File: src/design/dual_key_unique_table_defines.svh
// Assertion macros for the table design.
`ifndef DUAL_KEY_UNIQUE_TABLE_DEFINES_SVH
`define DUAL_KEY_UNIQUE_TABLE_DEFINES_SVH
`ifndef NO_ASSERTIONS
`define DKUT_ASSERT(label, clk, rst, prop, msg) \
  label: assert property (@(posedge clk) disable iff (rst) (prop)) else $error(msg);
`define DKUT_ASSERT_RST(label, clk, prop, msg) \
  label: assert property (@(posedge clk) (prop)) else $error(msg);
`else
`define DKUT_ASSERT(label, clk, rst, prop, msg)
`define DKUT_ASSERT_RST(label, clk, prop, msg)
`endif
`endif

File: src/design/dkut_pkg.sv
package dkut_pkg;

  localparam logic [1:0] OP_INSERT = 2'd0;
  localparam logic [1:0] OP_DELETE = 2'd1;
  localparam logic [1:0] OP_LOOKUP = 2'd2;

  localparam logic [2:0] ST_OK        = 3'd0;
  localparam logic [2:0] ST_FULL      = 3'd1;
  localparam logic [2:0] ST_DUP_NAME  = 3'd2;
  localparam logic [2:0] ST_DUP_CODE  = 3'd3;
  localparam logic [2:0] ST_NOT_FOUND = 3'd4;

  localparam int ENTRY_W = 44 + 64 + 64 + 32 + 24;

  typedef struct packed {
    logic [1:0]  opcode;
    logic [43:0] product_code;
    logic [63:0] name_bytes_lo;
    logic [63:0] name_bytes_mid;
    logic [31:0] name_bytes_hi;
    logic [23:0] price_in;
  } in_item_t;

  typedef struct packed {
    logic [2:0]  status;
    logic [23:0] price_out;
  } out_item_t;

  typedef struct packed {
    logic [43:0] code;
    logic [63:0] name_lo;
    logic [63:0] name_mid;
    logic [31:0] name_hi;
    logic [23:0] price;
  } entry_t;

  // controller -> datapath
  typedef struct packed {
    logic load_item;   // capture input item
    logic rd_en;       // read entry at rd_addr
    logic wr_en;       // write entry at wr_addr
    logic wr_item;     // write source: 1 item, 0 last read data
    logic cmp_en;      // compare registered read data
  } dp_cmd_t;

  // datapath -> controller
  typedef struct packed {
    logic code_hit;
    logic name_hit;
  } dp_stat_t;

endpackage

File: src/design/dkut_ctrl.sv
module dkut_ctrl #(
  parameter int CAPACITY = 256
) (
  input  logic                        clk,
  input  logic                        rst,
  input  logic                        in_valid,
  output logic                        in_ready,
  output logic                        out_valid,
  input  logic                        out_ready,
  output logic [2:0]                  status,
  output logic [23:0]                 price_out,
  output dkut_pkg::dp_cmd_t           cmd,
  output logic [$clog2(CAPACITY)-1:0] rd_addr,
  output logic [$clog2(CAPACITY)-1:0] wr_addr,
  input  dkut_pkg::dp_stat_t          stat,
  input  logic [1:0]                  op,
  input  logic [23:0]                 rd_price
);
  import dkut_pkg::*;
  `include "dual_key_unique_table_defines.svh"

  localparam int AW = $clog2(CAPACITY);
  localparam int CW = $clog2(CAPACITY + 1);

  localparam logic [2:0] S_IDLE  = 3'd0;
  localparam logic [2:0] S_DISP  = 3'd1;
  localparam logic [2:0] S_SCAN  = 3'd2;
  localparam logic [2:0] S_SHIFT = 3'd3;
  localparam logic [2:0] S_DONE  = 3'd4;

  logic [2:0]    state, state_next;
  logic [CW-1:0] count, count_next;
  // scan index of the read issued; pipe flags track read -> cmp -> hit
  logic [CW-1:0] idx, idx_next;
  logic          p1, p1_next, p2, p2_next;
  logic          name_seen, name_seen_next, code_seen, code_seen_next;
  // index of the entry whose hit flags p2 marks
  logic [CW-1:0] hit_idx, hit_idx_next;
  logic [2:0]    status_next;
  logic [23:0]   price_next;
  logic          out_valid_next;
  logic          scan_end;

  assign in_ready = (state == S_IDLE) && !out_valid;
  assign rd_addr  = idx[AW-1:0];
  assign wr_addr  = (state == S_SHIFT) ? AW'(idx - CW'(2)) : count[AW-1:0];
  // scan stops once no read or compare is left in flight
  assign scan_end = (idx >= count) && !p1 && !p2;

  always_comb begin
    state_next     = state;
    count_next     = count;
    idx_next       = idx;
    p1_next        = 1'b0;
    p2_next        = p1;
    name_seen_next = name_seen;
    code_seen_next = code_seen;
    hit_idx_next   = hit_idx;
    status_next    = status;
    price_next     = price_out;
    out_valid_next = out_valid && !out_ready;
    cmd            = '0;
    case (state)
      S_IDLE: begin
        if (in_valid && in_ready) begin
          cmd.load_item = 1'b1;
          state_next    = S_DISP;
        end
      end
      S_DISP: begin
        idx_next       = '0;
        hit_idx_next   = '0;
        name_seen_next = 1'b0;
        code_seen_next = 1'b0;
        status_next    = ST_OK;
        price_next     = '0;
        if (op == OP_INSERT && count >= CW'(CAPACITY)) begin
          status_next = ST_FULL;
          state_next  = S_DONE;
        end else if (op inside {OP_INSERT, OP_DELETE, OP_LOOKUP}) begin
          state_next = S_SCAN;
        end else begin
          state_next = S_DONE;
        end
      end
      S_SCAN: begin
        if (p2) begin
          hit_idx_next = hit_idx + CW'(1);
          if (stat.name_hit) name_seen_next = 1'b1;
          if (stat.code_hit && !code_seen) begin
            code_seen_next = 1'b1;
            if (op == OP_LOOKUP) price_next = rd_price;
          end
        end
        cmd.cmp_en = p1;
        if (idx < count && !(op != OP_INSERT && p2 && stat.code_hit)) begin
          cmd.rd_en = 1'b1;
          idx_next  = idx + CW'(1);
          p1_next   = 1'b1;
        end
        if (op != OP_INSERT && p2 && stat.code_hit && !code_seen) begin
          // first code match: a lookup finishes, a delete moves on to the shift
          p1_next = 1'b0;
          p2_next = 1'b0;
          if (op == OP_LOOKUP) begin
            state_next = S_DONE;
          end else begin
            idx_next   = hit_idx + CW'(1);
            state_next = S_SHIFT;
          end
        end else if (scan_end) begin
          if (op == OP_INSERT) begin
            if (name_seen) status_next = ST_DUP_NAME;
            else if (code_seen) status_next = ST_DUP_CODE;
            else begin
              cmd.wr_en   = 1'b1;
              cmd.wr_item = 1'b1;
              count_next  = count + CW'(1);
            end
          end else begin
            status_next = ST_NOT_FOUND;
            price_next  = '0;
          end
          state_next = S_DONE;
        end
      end
      S_SHIFT: begin
        // idx counts reads; write entry idx-1 into slot idx-2
        if (p1) begin
          cmd.wr_en = 1'b1;
        end
        if (idx < count) begin
          cmd.rd_en = 1'b1;
          idx_next  = idx + CW'(1);
          p1_next   = 1'b1;
        end else if (!p1) begin
          count_next = count - CW'(1);
          price_next = '0;
          state_next = S_DONE;
        end
      end
      S_DONE: begin
        out_valid_next = 1'b1;
        state_next     = S_IDLE;
      end
      default: state_next = S_IDLE;
    endcase
  end

  always_ff @(posedge clk) begin
    if (rst) begin
      state     <= S_IDLE;
      count     <= '0;
      out_valid <= 1'b0;
      p1        <= 1'b0;
      p2        <= 1'b0;
    end else begin
      state     <= state_next;
      count     <= count_next;
      out_valid <= out_valid_next;
      p1        <= p1_next;
      p2        <= p2_next;
    end
  end

  always_ff @(posedge clk) begin
    idx       <= idx_next;
    name_seen <= name_seen_next;
    code_seen <= code_seen_next;
    hit_idx   <= hit_idx_next;
    status    <= status_next;
    price_out <= price_next;
  end

  `DKUT_ASSERT(a_count_cap, clk, rst, count <= CW'(CAPACITY), "entry count over capacity")
  `DKUT_ASSERT(a_no_acc_busy, clk, rst, (state != S_IDLE) |-> !in_ready, "ready while busy")
  `DKUT_ASSERT(a_done_out, clk, rst, (state == S_DONE) |=> out_valid, "result not shown")
  `DKUT_ASSERT(a_count_step, clk, rst,
    (count != $past(count)) |-> ($past(state) == S_SCAN || $past(state) == S_SHIFT),
    "count changed outside scan or shift")

endmodule

File: config.mk
export PLATFORM = sky130hd
export DESIGN_NAME = dkut_ctrl
export DESIGN_NICKNAME = d
export VERILOG_FILES = /design/src/design/dkut_pkg.sv /design/src/design/dkut_ctrl.sv
export VERILOG_INCLUDE_DIRS = /design/src /design/src/design
export SDC_FILE = /design/constraint.sdc
export NUM_CORES = 1
export LEC_CHECK = 0
export ABC_AREA = 1
export BUFFER_PORTS_ARGS = -buffer_cell sky130_fd_sc_hd__buf_4
export CAP_MARGIN = 20
export CORE_ASPECT_RATIO = 0.9
export CORE_MARGIN = 1.5
export CORE_UTILIZATION = 61
export CTS_CLUSTER_DIAMETER = 150
export DETAILED_ROUTE_END_ITERATION = 7
export PLACE_DENSITY_LB_ADDON = 0.15
export SETUP_SLACK_MARGIN = 0.05
export SLEW_MARGIN = 10
export SYNTH_ARGS = -nofsm -noshare
export SYNTH_HDL_FRONTEND = slang
export SYNTH_SLANG_ARGS = --single-unit
File: constraint.sdc
create_clock -name clk -period 8.4 [get_ports clk]
set_input_delay 0.84 -clock clk [delete_from_list [all_inputs] [get_ports clk]]
set_output_delay 0.84 -clock clk [all_outputs]
set_load 0.1 [all_outputs]
# After elaboration in Yosys (flattened, before gate mapping)
# Cells that the tools add are included.
# totals
ff_bits	62
out_inout_bits	50
elab_cells	135
# op_classes
n_addsub	5
order_cmp	3
n_eq_ne	20
muxes	64
reduce_logical	32
# op_table
cell	count
24-bit two-way mux	8
9-bit two-way mux	12
24-bit one-hot mux with 3 select lines	1
3-bit two-way mux	13
9-bit one-hot mux with 2 select lines	2
9-bit by 1-bit adder with 9-bit output, second input constant	3
9-bit one-hot mux with 3 select lines	1
2-bit != test, second input constant	10
1-bit two-way mux	14
2-bit two-way mux	6
3-bit one-hot mux with 4 select lines	1
1-bit logical AND	11
9-bit greater-or-equal comparator	1
9-bit greater-or-equal comparator, second input constant	1
9-bit less-than comparator	1
3-bit AND reduction	3
9-bit by 1-bit subtractor with 9-bit output, second input constant	1
8-bit two-way mux	1
4-bit AND reduction	2
8-bit AND reduction	1
8-bit by 2-bit subtractor with 8-bit output, second input constant	1
3-bit by 2-bit == test with 1-bit output, second input constant	2
1-bit zero test	6
1-bit one-hot mux with 2 select lines	3
other kinds (14)	19

# Longest topological paths before layout
# logic_depth
depth_word	9
depth_mapped	14
depth_no_buf	13

# Least setup slack after synthesis
# OpenSTA, ideal clock, no wires.
# synth_timing
kind	input to output
start	input port op[0]
end	output port cmd[3] (netlist bit)
arrival_ps	3550
slack_ps	4010
cell_stages	5
path_cell_list	inv_1 nand2_1 nand3_1 nand4_1 o21ai_0
# synth_rtl
element	line	rtl
from (decl)	dkut_ctrl.sv:16	input logic [1:0] op,
to (decl)	dkut_ctrl.sv:12	output dkut_pkg::dp_cmd_t cmd,

==> flow_metrics.py <==
metrics = {
    "floorplan": {
        "fp.dieW_microns": 91.58,
        "row_count": 28,
        "start_util_pct": 64.38,
        "num_io_pins": 82,
        "die-area_sq_um": 7576,
        "fp.dieH_microns": 82.73,
        "coreArea_sq_um": 6691,
    },
    "layout": {
        "syn_to_final_growth_pct": 18.09,
        "drive_gt1_share_pct": 20.93,
        "layout_commonest_cell": "inv_1",
        "fin_cells": 711,
        "fillers": 533,
        "nNetsFinal": 669,
        "final_cell_mix": "108 x inv_1, 106 x nand2_1, 83 x buf_4",
        "n_antenna_cell": 0,
    },
    "synth": {
        "syn_avg_cell_area_sq_um": 7.847,
        "syn_nets": 602,
        "syn_area_sq_um": 4308,
        "synth_top_area_share_pct": 32.76,
        "async_reset_ff_share_pct": 0,
        "yosysSeqAreaShare_pct": 39.73,
        "yosys-top-cells-area": "edfxtp_1 33%, inv_1 9.4%, nand2_1 9.2%",
        "synthCells": 549,
        "synth_edf_count": 47,
        "synth_warnings": 0,
        "ys.flop_type": "edfxtp_1",
        "ys_ff_latch": 62,
        "synth_largest_area_cell": "edfxtp_1",
        "synth_cell_types": 41,
    },
    "grt": {
        "antenna_found_initial": 0,
        "grt-ovfl-total": 0,
        "grt_max_degree": 41,
        "grt_pass1_wl_mm": 15.97,
        "grt_pass1_vias": 3595,
        "gr-usage-all-layers_pct": 27.13,
    },
    "route": {
        "dr.first_iter.drc_count": 227,
        "ant_nets": 0,
        "remaining_drc_errors": 0,
        "drt_pass1_iterations": 5,
        "viasPerCell": 5.390,
        "routed_wl_mm": 10.32,
        "vias": 3832,
        "wl_per_cell_microns": 14.52,
    },
    "clock_tree": {
        "cts.clk_slew.worst_paths_ns": 0.08,
        "cts_tree": "done",
        "clock-root-buffer": "clkbuf_8",
        "cts_inserted_buffers": 9,
        "cts.sinks": 62,
        "clock_latency_ns": 0.35,
        "h-tree-depth": 3,
        "post-cts-setup-buffers": 0,
        "clk_path_buf_depth": 2,
        "cts-resized-gates": 0,
        "ctsHoldBuffers": 0,
    },
    "job": {
        "maxCapViolations": 0,
    },
    "outcome": {
        "status": "completed",
    },
    "hold_path": {
        "hold_depth": 2,
        "min_path_type": "reg2reg",
        "hp-start": "p1$_SDFF_PP0_",
    },
    "timing": {
        "hold_slack_ns": 0.5170,
        "hold_viol": 0,
        "fin_crit_sh_pct": 45.43,
        "layout_setup_ws_ns": 4.584,
        "max_clock_freq_ghz": 0.2620,
        "finClkSkew_ns": 0.01175,
        "worst_slew_pin_slew_ns": 0.9565,
        "min_period_ns": 3.816,
        "rsz0062_at_grt": "false",
        "slew_headroom_pct": 36.24,
        "drv_slew": 0,
        "setup_viol": 0,
        "finalSetupTns_ns": 0,
    },
    "place": {
        "io_buffers": 81,
        "place.gp.congestion": 0.9655,
        "pre_cts_slack_ns": 4.882,
        "place_inst": 695,
        "place_hpwl_mm": 7.507,
    },
    "worst_setup_path": {
        "cp_data_required_time_ns": 7.56,
        "setup.worst_path.start_class": "flip-flop",
        "critPathKind": "reg2out",
        "crit_path_end_kind": "output pin",
        "arrival_ns": 2.98,
        "rr_startpoint": "idx[3]$_DFFE_PP_",
        "worstPathMaxFanout": 14,
        "cp-startpoint": "idx[3]$_DFFE_PP_",
        "r2r_cells": 10,
    },
}
-- cell type report --
type,count,area (sq um),share of cell area [%]
clock inverter,7,98.84,1.943
multi-input combinational,347,1993,39.18
inverter,113,424.2,8.337
sequential,62,1712,33.64
tap,90,112.6,2.213
timing repair buffer,83,623.1,12.25
clock buffer,9,123.9,2.435
-- cells by family after synthesis --
group                      synth area share (%)
and+or+nand+nor                           22.45
AOI/OAI and AO/OA                         13.22
buffers and inverters                     14.06
adders and majority gates                 6.274
xor gates and xnor gates                  4.269
DFF                                       39.73
-- worst paths after layout --
check	endpoint	slack (ns)
worst max-delay path	cmd[3]	4.58
worst min-delay path	p2$_SDFF_PP0_	0.52
worst max register to register	price_out[21]$_SDFFCE_PN0P_	5.43
worst min register to register	p2$_SDFF_PP0_	0.52
-- synthesized netlist by cell type, drive strengths merged (3+ instances only) --
cell	instances
o21ai	22
xor2	17
clkbuf	8
ha	20
inv	112
a21oi	30
o211ai	31
nor3	3
nand3	38
nand2	111
nand4	6
buf	19
dfxtp	15
xnor2	4
edfxtp	47
nor2	53
-- worst max-delay path, cell delays in order (launching register included) --
cell	delay, ns
edfxtp_1	0.56
ha_1	0.36
nand2_1	0.11
inv_1	0.05
nand2_1	0.06
nand2_1	0.05
nand2_1	0.12
nand4_1	0.45
o21ai_0	0.51
buf_4	0.36
-- registers in the layout, summed over array words and instances, names as in the netlist --
| signal | flops |
|---|---|
| p1 | 1 |
| code_seen | 1 |
| status | 3 |
| price_out | 24 |
| idx | 9 |
| p2 | 1 |
| state | 3 |
| count | 9 |
| hit_idx | 9 |
| name_seen | 1 |
| out_valid | 1 |
-- stage by stage --
step / area [sq um] / utilization [%]
2_1_floorplan: 4308 / -
3_3_place_gp: 4865 / 72.70
3_5_place_dp: 4865 / 72.70
4_1_cts: 5087 / 76.03
5_1_grt: 5087 / 76.03
6_report: 5087 / 76.03
-- routing by layer --
metal | vias to the layer above | track usage, % | share of wire (%)
met5 | - | 0 | 0
met4 | 0 | 12.03 | 1.8
met1 | 1782 | 33.55 | 44
met2 | 125 | 46.49 | 49
met3 | 18 | 5.678 | 5.1
li1 | 1907 | - | -
Power is left out: the tool's default activity adds up to more than one toggle a clock period on the data nets, which glitch-free logic cannot reach.
